### config.mk
export PLATFORM = sky130hd
export DESIGN_NAME = sensor_health_sample_scheduler_core
export DESIGN_NICKNAME = d
export VERILOG_FILES = /design/src/rtl/core/shss_pkg.sv /design/src/rtl/core/sensor_health_sample_scheduler_core.sv
export SDC_FILE = /design/constraint.sdc
export NUM_CORES = 1
export LEC_CHECK = 0
export ABC_CLOCK_PERIOD_IN_PS = 6500
export BUFFER_PORTS_ARGS = -buffer_cell sky130_fd_sc_hd__buf_2
export CORE_AREA = 2 2 268 191
export CTS_CLUSTER_SIZE = 40
export DETAILED_ROUTE_END_ITERATION = 10
export DIE_AREA = 0 0 270 193
export GPL_TIMING_DRIVEN = 1
export HOLD_SLACK_MARGIN = 0.15
export PLACE_DENSITY_LB_ADDON = 0.2
export SLEW_MARGIN = 10
export SYNTH_ARGS = -nofsm -noshare
export SYNTH_HDL_FRONTEND = slang
export SYNTH_SLANG_ARGS = --single-unit
export TNS_END_PERCENT = 5
### constraint.sdc
create_clock -name clk -period 6.5 [get_ports clk]
set_input_delay 1.95 -clock clk [delete_from_list [all_inputs] [get_ports clk]]
set_output_delay 1.95 -clock clk [all_outputs]
set_load 0.005 [all_outputs]
### src/rtl/core/shss_pkg.sv
// shared types, codes and constants of the sensor health and sample scheduler
`timescale 1ns / 1ps

package shss_pkg;

  // health codes
  localparam logic [1:0] H_READY    = 2'd0;
  localparam logic [1:0] H_DEGRADED = 2'd1;
  localparam logic [1:0] H_MISSING  = 2'd2;
  localparam logic [1:0] H_UNPROBED = 2'd3;

  // action codes
  localparam logic [1:0] ACT_NONE    = 2'd0;
  localparam logic [1:0] ACT_INIT    = 2'd1;
  localparam logic [1:0] ACT_TRIGGER = 2'd2;
  localparam logic [1:0] ACT_READ    = 2'd3;

  // configuration port
  localparam int CFG_IDX_W  = 3;
  localparam int CFG_DATA_W = 32;

  localparam logic [CFG_IDX_W-1:0] REG_TWO_PHASE    = 3'd0;
  localparam logic [CFG_IDX_W-1:0] REG_SAMPLE_MS    = 3'd1;
  localparam logic [CFG_IDX_W-1:0] REG_CONV_MS      = 3'd2;
  localparam logic [CFG_IDX_W-1:0] REG_FIRST_MS     = 3'd3;
  localparam logic [CFG_IDX_W-1:0] REG_REPROBE_MS   = 3'd4;
  localparam logic [CFG_IDX_W-1:0] REG_FAIL_THRESH  = 3'd5;

  localparam int US_PER_MS = 1000;

  // periods are kept in microseconds: ms field width plus ten bits for the scale
  localparam int SAMPLE_US_W  = 26;
  localparam int CONV_US_W    = 20;
  localparam int FIRST_US_W   = 26;
  localparam int REPROBE_US_W = 30;
  localparam int US_W         = 30;

  localparam int RST_SAMPLE_MS  = 1000;
  localparam int RST_CONV_MS    = 80;
  localparam int RST_FIRST_MS   = 0;
  localparam int RST_REPROBE_MS = 5000;
  localparam logic [7:0] RST_FAIL_THRESH = 8'd3;

  localparam logic [SAMPLE_US_W-1:0]  RST_SAMPLE_US  = SAMPLE_US_W'(RST_SAMPLE_MS * US_PER_MS);
  localparam logic [CONV_US_W-1:0]    RST_CONV_US    = CONV_US_W'(RST_CONV_MS * US_PER_MS);
  localparam logic [FIRST_US_W-1:0]   RST_FIRST_US   = FIRST_US_W'(RST_FIRST_MS * US_PER_MS);
  localparam logic [REPROBE_US_W-1:0] RST_REPROBE_US = REPROBE_US_W'(RST_REPROBE_MS * US_PER_MS);

  // fixed part of the result item ahead of the failure counters
  localparam int RES_FLAGS_W = 10;
  localparam int TOTAL_W     = 32;

endpackage

### src/rtl/core/sensor_health_sample_scheduler_core.sv
// top level of the sensor health and sample scheduler
`timescale 1ns / 1ps

// Supervises one sensor channel; every input item is one tick of the channel.
// in_*  : tick items carrying the time in microseconds and the device answers
//         to init, trigger and read. in_tready is high whenever the result
//         register is empty or is being emptied in the same cycle.
// out_* : one result item per tick: the chosen action, its outcome, health,
//         status flags and the failure counters after the tick.
// cfg_* : register writes, always ready; write only while no tick is in flight.
//         Periods are scaled to microseconds when written.
// The result of a tick is registered and is on out_tdata in the cycle after acceptance.
// Throughput: one tick per cycle while results are taken, set by the single
// decision stage that updates the channel state and loads the result
// register at acceptance. A stalled receiver holds the result register;
// in_tready stays low until it is taken, and out_tdata holds steady meanwhile.
// Reset: health is not yet probed, counters, deadlines and flags are zero and
// the registers take their default values; the result register is empty.
module sensor_health_sample_scheduler_core
  import shss_pkg::*;
#(
  parameter int TIME_BITS   = 48,
  parameter int STREAK_BITS = 8
) (
  input  logic clk,
  input  logic rst_n,
  // now_time, init_ok, trigger_ok, read_ok (lowest bit up), zero padded
  input  logic [((TIME_BITS+3+7)/8)*8-1:0] in_tdata,
  input  logic in_tvalid,
  output logic in_tready,
  // action, action_ok, was_reprobe, health, sample_is_valid, is_available,
  // went_missing, recovered, consecutive_count, total_count (lowest bit up)
  output logic [((RES_FLAGS_W+STREAK_BITS+TOTAL_W+7)/8)*8-1:0] out_tdata,
  output logic out_tvalid,
  input  logic out_tready,
  input  logic cfg_valid,
  output logic cfg_ready,
  input  logic [CFG_IDX_W-1:0] cfg_index,
  input  logic [CFG_DATA_W-1:0] cfg_data
);

  localparam int IN_W      = TIME_BITS + 3;
  localparam int IN_TD_W   = ((IN_W + 7) / 8) * 8;
  localparam int OUT_W     = RES_FLAGS_W + STREAK_BITS + TOTAL_W;
  localparam int OUT_TD_W  = ((OUT_W + 7) / 8) * 8;
  localparam int CMP_W     = (STREAK_BITS > 8) ? STREAK_BITS : 8;
  localparam logic [STREAK_BITS-1:0] STREAK_MAX = {STREAK_BITS{1'b1}};

  // configuration
  logic                    two_phase_r;
  logic [7:0]              thresh_r;
  logic [SAMPLE_US_W-1:0]  sample_us_r;
  logic [CONV_US_W-1:0]    conv_us_r;
  logic [FIRST_US_W-1:0]   first_us_r;
  logic [REPROBE_US_W-1:0] reprobe_us_r;

  // channel state
  logic [1:0]             health_r, health_nxt;
  logic                   await_r, await_nxt;
  logic [TIME_BITS-1:0]   sample_time_r, sample_time_nxt;
  logic [TIME_BITS-1:0]   conv_time_r, conv_time_nxt;
  logic [TIME_BITS-1:0]   probe_time_r, probe_time_nxt;
  logic [STREAK_BITS-1:0] streak_r, streak_nxt;
  logic [TOTAL_W-1:0]     total_r, total_nxt;
  logic                   valid_r, valid_nxt;
  logic                   present_r, present_nxt;

  // result register
  logic                out_valid_r;
  logic [OUT_TD_W-1:0] out_data_r, out_data_nxt;

  logic                   in_fire;
  logic [TIME_BITS-1:0]   now;
  logic                   init_ok, trig_ok, read_ok;
  logic [TIME_BITS-1:0]   dl_sample, dl_conv, dl_first, dl_reprobe;
  logic [STREAK_BITS-1:0] streak_inc;
  logic                   streak_ge;
  logic [1:0]             act;
  logic                   ok, reprobe, miss, recov, do_read, fail;

  // now plus a microsecond span, clamped at the top of the time range
  function automatic logic [TIME_BITS-1:0] deadline(input logic [TIME_BITS-1:0] t,
                                                    input logic [US_W-1:0] span);
    logic [TIME_BITS:0] sum;
    sum = {1'b0, t} + (TIME_BITS+1)'(span);
    return sum[TIME_BITS] ? {TIME_BITS{1'b1}} : sum[TIME_BITS-1:0];
  endfunction

  assign cfg_ready = 1'b1;
  assign in_tready = !out_valid_r || out_tready;
  assign in_fire   = in_tvalid && in_tready;

  assign now     = in_tdata[TIME_BITS-1:0];
  assign init_ok = in_tdata[TIME_BITS];
  assign trig_ok = in_tdata[TIME_BITS+1];
  assign read_ok = in_tdata[TIME_BITS+2];

  assign dl_sample  = deadline(now, US_W'(sample_us_r));
  assign dl_conv    = deadline(now, US_W'(conv_us_r));
  assign dl_first   = deadline(now, US_W'(first_us_r));
  assign dl_reprobe = deadline(now, US_W'(reprobe_us_r));

  assign streak_inc = (streak_r == STREAK_MAX) ? streak_r : streak_r + 1'b1;
  assign streak_ge  = CMP_W'(streak_inc) >= CMP_W'(thresh_r);

  always_comb begin
    health_nxt      = health_r;
    await_nxt       = await_r;
    sample_time_nxt = sample_time_r;
    conv_time_nxt   = conv_time_r;
    probe_time_nxt  = probe_time_r;
    streak_nxt      = streak_r;
    total_nxt       = total_r;
    valid_nxt       = valid_r;
    present_nxt     = present_r;
    act     = ACT_NONE;
    ok      = 1'b0;
    reprobe = 1'b0;
    miss    = 1'b0;
    recov   = 1'b0;
    do_read = 1'b0;
    fail    = 1'b0;

    if (health_r == H_UNPROBED || (health_r == H_MISSING && now >= probe_time_r)) begin
      reprobe     = (health_r == H_MISSING);
      act         = ACT_INIT;
      ok          = init_ok;
      valid_nxt   = 1'b0;
      streak_nxt  = '0;
      await_nxt   = 1'b0;
      present_nxt = init_ok;
      if (init_ok) begin
        health_nxt      = H_READY;
        probe_time_nxt  = '0;
        sample_time_nxt = dl_first;
      end else begin
        health_nxt      = H_MISSING;
        probe_time_nxt  = dl_reprobe;
        sample_time_nxt = '0;
      end
    end else if (health_r != H_MISSING) begin
      if (await_r) begin
        do_read = (now >= conv_time_r);
      end else if (now >= sample_time_r) begin
        if (two_phase_r) begin
          act = ACT_TRIGGER;
          ok  = trig_ok;
          if (trig_ok) begin
            await_nxt     = 1'b1;
            conv_time_nxt = dl_conv;
          end else begin
            fail            = 1'b1;
            sample_time_nxt = dl_sample;
          end
        end else begin
          do_read = 1'b1;
        end
      end

      if (do_read) begin
        act = ACT_READ;
        ok  = read_ok;
        if (read_ok) begin
          recov      = (health_r == H_DEGRADED);
          health_nxt = H_READY;
          valid_nxt  = 1'b1;
          streak_nxt = '0;
        end else begin
          fail = 1'b1;
        end
        await_nxt       = 1'b0;
        sample_time_nxt = dl_sample;
      end

      // trigger and read failures share the bookkeeping
      if (fail) begin
        valid_nxt  = 1'b0;
        total_nxt  = total_r + 1'b1;
        streak_nxt = streak_inc;
        if (streak_ge) begin
          health_nxt     = H_MISSING;
          probe_time_nxt = dl_reprobe;
          present_nxt    = 1'b0;
          miss           = 1'b1;
        end else begin
          health_nxt = H_DEGRADED;
        end
      end
    end

    out_data_nxt = OUT_TD_W'({total_nxt, streak_nxt, recov, miss, present_nxt, valid_nxt,
                              health_nxt, reprobe, ok, act});
  end

  always_ff @(posedge clk) begin
    if (!rst_n) begin
      two_phase_r  <= 1'b0;
      thresh_r     <= RST_FAIL_THRESH;
      sample_us_r  <= RST_SAMPLE_US;
      conv_us_r    <= RST_CONV_US;
      first_us_r   <= RST_FIRST_US;
      reprobe_us_r <= RST_REPROBE_US;
    end else if (cfg_valid && cfg_ready) begin
      unique case (cfg_index)
        REG_TWO_PHASE:   two_phase_r  <= cfg_data[0];
        REG_SAMPLE_MS:   sample_us_r  <= SAMPLE_US_W'(cfg_data[15:0] * US_PER_MS);
        REG_CONV_MS:     conv_us_r    <= CONV_US_W'(cfg_data[9:0] * US_PER_MS);
        REG_FIRST_MS:    first_us_r   <= FIRST_US_W'(cfg_data[15:0] * US_PER_MS);
        REG_REPROBE_MS:  reprobe_us_r <= REPROBE_US_W'(cfg_data[19:0] * US_PER_MS);
        REG_FAIL_THRESH: thresh_r     <= cfg_data[7:0];
        default: ;
      endcase
    end
  end

  always_ff @(posedge clk) begin
    if (!rst_n) begin
      health_r      <= H_UNPROBED;
      await_r       <= 1'b0;
      sample_time_r <= '0;
      conv_time_r   <= '0;
      probe_time_r  <= '0;
      streak_r      <= '0;
      total_r       <= '0;
      valid_r       <= 1'b0;
      present_r     <= 1'b0;
    end else if (in_fire) begin
      health_r      <= health_nxt;
      await_r       <= await_nxt;
      sample_time_r <= sample_time_nxt;
      conv_time_r   <= conv_time_nxt;
      probe_time_r  <= probe_time_nxt;
      streak_r      <= streak_nxt;
      total_r       <= total_nxt;
      valid_r       <= valid_nxt;
      present_r     <= present_nxt;
    end
  end

  always_ff @(posedge clk) begin
    if (!rst_n) begin
      out_valid_r <= 1'b0;
    end else if (in_fire) begin
      out_valid_r <= 1'b1;
    end else if (out_tready) begin
      out_valid_r <= 1'b0;
    end
  end

  always_ff @(posedge clk) begin
    if (in_fire) begin
      out_data_r <= out_data_nxt;
    end
  end

  assign out_tvalid = out_valid_r;
  assign out_tdata  = out_data_r;

  // padding bits above the input fields carry nothing
  logic unused_in_pad;
  assign unused_in_pad = ^{1'b0, in_tdata[IN_TD_W-1:IN_W-1]};

endmodule

==> impl_metrics.json <==
{
  "status": "finished, final reports clean",
  "drt-total-wl_um": 87900,
  "timing.final.crit_share": 0.959,
  "grt_pass1_vias": 24527,
  "pwr-share-seq": 0.248,
  "clock-root-buffer": "clkbuf_16",
  "crit_type": "in2reg",
  "cp-start-kind": "input port",
  "cts.sinks": 339,
  "relSlewSlack": 0.197,
  "leakage_nw": 13.3,
  "setup_viol": 0,
  "synth-main-ff-cell": "dfxtp_1",
  "synthTopCellsByCount": "ha_1 (340), nand2_1 (337), a21oi_1 (310), inv_1 (310), dfxtp_1 (289)",
  "gp_congestion": 0.996,
  "hold_slack_ns": 0.450,
  "ant_nets": 0,
  "final.min_clock_period_ns": 6.23,
  "fin_ws_ns": 0.267,
  "die_width_um": 270,
  "tightest_slew_ns": 1.20,
  "fin_worst_skew_ns": 0.0270,
  "drt_pre_antenna_iters": 7,
  "start_util": 0.561,
  "avgViaCountPerCell": 6.07,
  "p_clk_frac": 0.261,
  "rows": 69,
  "ctsHoldBuffers": 0,
  "max_freq_mhz": 160,
  "synth_top_area_share": 0.207,
  "p_int_w": 0.00567,
  "cp-end-kind": "flop",
  "crit_required_ns": 6.98,
  "track_usage": 0.331,
  "cp.arrival_ns": 6.71,
  "cts_tree": "yes",
  "yosysUniqueCellTypes": 91,
  "io_pins": 155,
  "power_frac_comb": 0.491,
  "min_path_type": "reg2reg",
  "h-tree-depth": 2,
  "synth_top_area_cell": "dfxtp_1",
  "drv_cap": 0,
  "hpwl_um": 67400,
  "synth.cell_area_mm2": 0.0279,
  "grt_pass1_wl_um": 137000,
  "via_count": 26007,
  "cts_resized": 0,
  "synthArstFlopShare": 0,
  "rsz0062_at_grt": "false",
  "tns_ns": 0,
  "fp.coreArea_mm2": 0.0498,
  "switchingPower_w": 0.00374,
  "seq_area_frac_synth": 0.261,
  "synth_edf_count": 50,
  "antenna_found_initial": 0,
  "postCtsSetupRepairBufs": 0,
  "grt.overflow.total": 0,
  "p_sw_frac": 0.398,
  "crit_fanout": 4,
  "drive_gt1_frac": 0.121,
  "avgSynthCellArea_um2": 8.20,
  "pre_cts_slack_ns": -0.228,
  "hold_viol_final": 0,
  "final_core_utilization": 0.631,
  "final_net_count": 4095,
  "p_total_w": 0.00942,
  "die_y_um": 193,
  "drt_iter0_markers": 2613,
  "ys_ff_latch": 339,
  "slew_violations": 0,
  "wire_per_inst_um": 20.5,
  "die-area_mm2": 0.0521,
  "drc_errors": 0,
  "io_buffers": 130,
  "synth_warnings": 0,
  "numCtsBuffers": 39,
  "cts.path.max_buffers": 3,
  "yosys-top-cells-area": "dfxtp_1 (21%), ha_1 (15%), fa_1 (5.7%)",
  "clkTransAtPathRegs_ns": 0.06,
  "grt_max_degree": 75,
  "synth_cells": 3404,
  "vdd_drop_max_mv": 0.250,
  "clk_latency_ns": 0.57,
  "powerDensity_mw_per_mm2": 300,
  "area_growth_pct": 12.5,
  "synth_most_common_cell": "ha_1"
}
[power groups by stage]
stage | clock (W) | combinational [W] | sequential (W)
after global routing | 0.00255 | 0.00504 | 0.00235
after global placement | 0 | 0.00437 | 0.00238
after CTS | 0.00247 | 0.00452 | 0.00233
after detailed placement | 0 | 0.00448 | 0.00238
final | 0.00245 | 0.00462 | 0.00234
after floorplan | 0 | 0.00273 | 0.00235
[cell type report]
type | count | area, µm²
multi-input cells | 2602 | 18800
clock inverters | 19 | 272
repair buffers | 287 | 1870
diodes | 2 | 5.00
clock buffers | 52 | 1150
flip-flops and latches | 339 | 7290
fillers | 4283 | 18400
inverters | 310 | 1170
well taps | 674 | 843
[layer usage]
metal,wire length (µm),global-route usage
met1,41000,0.487
met2,36600,0.501
met3,8530,0.0606
met4,1630,0.0816
met5,0,0
[cells in the final DEF, fill, tap and decap left out, types with 91 or more instances in the layout]
| master | instances |
|---|---|
| o21ai_0 | 236 |
| xnor2_1 | 120 |
| buf_4 | 155 |
| buf_2 | 129 |
| inv_1 | 308 |
| ha_1 | 340 |
| nor2_1 | 227 |
| xor2_1 | 91 |
| a21oi_1 | 310 |
| dfxtp_1 | 288 |
| nand2_1 | 336 |
[worst paths after layout]
kind / start / end / slack (ns) / cells after the start
worst min register to register: probe_time_r[30] / probe_time_r[30] / 0.45 / 1
worst max-delay path: cfg_data[9] / first_us_r[24] / 0.27 / 17
worst min-delay path: probe_time_r[30] / probe_time_r[30] / 0.45 / 1
worst max register to register: sample_time_r[31] / out_tdata[15] / 1.83 / 12
[state kept, by name (all words and copies together) (netlist names)]
name,cells
streak_r,8
await_r,1
present_r,1
reprobe_us_r,27
first_us_r,23
health_r,2
out_tdata,50
sample_us_r,23
out_tvalid,1
thresh_r,8
total_r,32
two_phase_r,1
probe_time_r,48
conv_us_r,17
conv_time_r,48
sample_time_r,48
valid_r,1
[cell families after synthesis]
logic type	synth area share
muxes	0.0120
and+or+nand+nor	0.172
DFF	0.261
xor gates and xnor gates	0.0662
AOI/OAI and AO/OA	0.211
adders and majority gates	0.211
buffers and inverters	0.0667
other	0.000269
[worst max-delay path, stage by stage]
cell	delay, ns
buf_2	0.11
inv_1	0.17
fa_1	0.49
fa_1	0.53
fa_1	0.54
inv_1	0.05
fa_1	0.45
ha_1	0.32
o21a_1	0.18
nor2_1	0.27
nor2_1	0.12
a2bb2oi_1	0.16
a311o_1	0.36
o41ai_1	0.43
mux2i_1	0.33
nand2_1	0.09
a21oi_1	0.17
[stage by stage]
step / instance area (µm²) / cells
2_1_floorplan: 27900 / 3409
3_3_place_gp: 30000 / 4212
3_5_place_dp: 30000 / 4212
4_1_cts: 31400 / 4283
5_1_grt: 31400 / 4283
6_report: 31400 / 4285
Note: power is estimated with default switching activity, not from simulation.
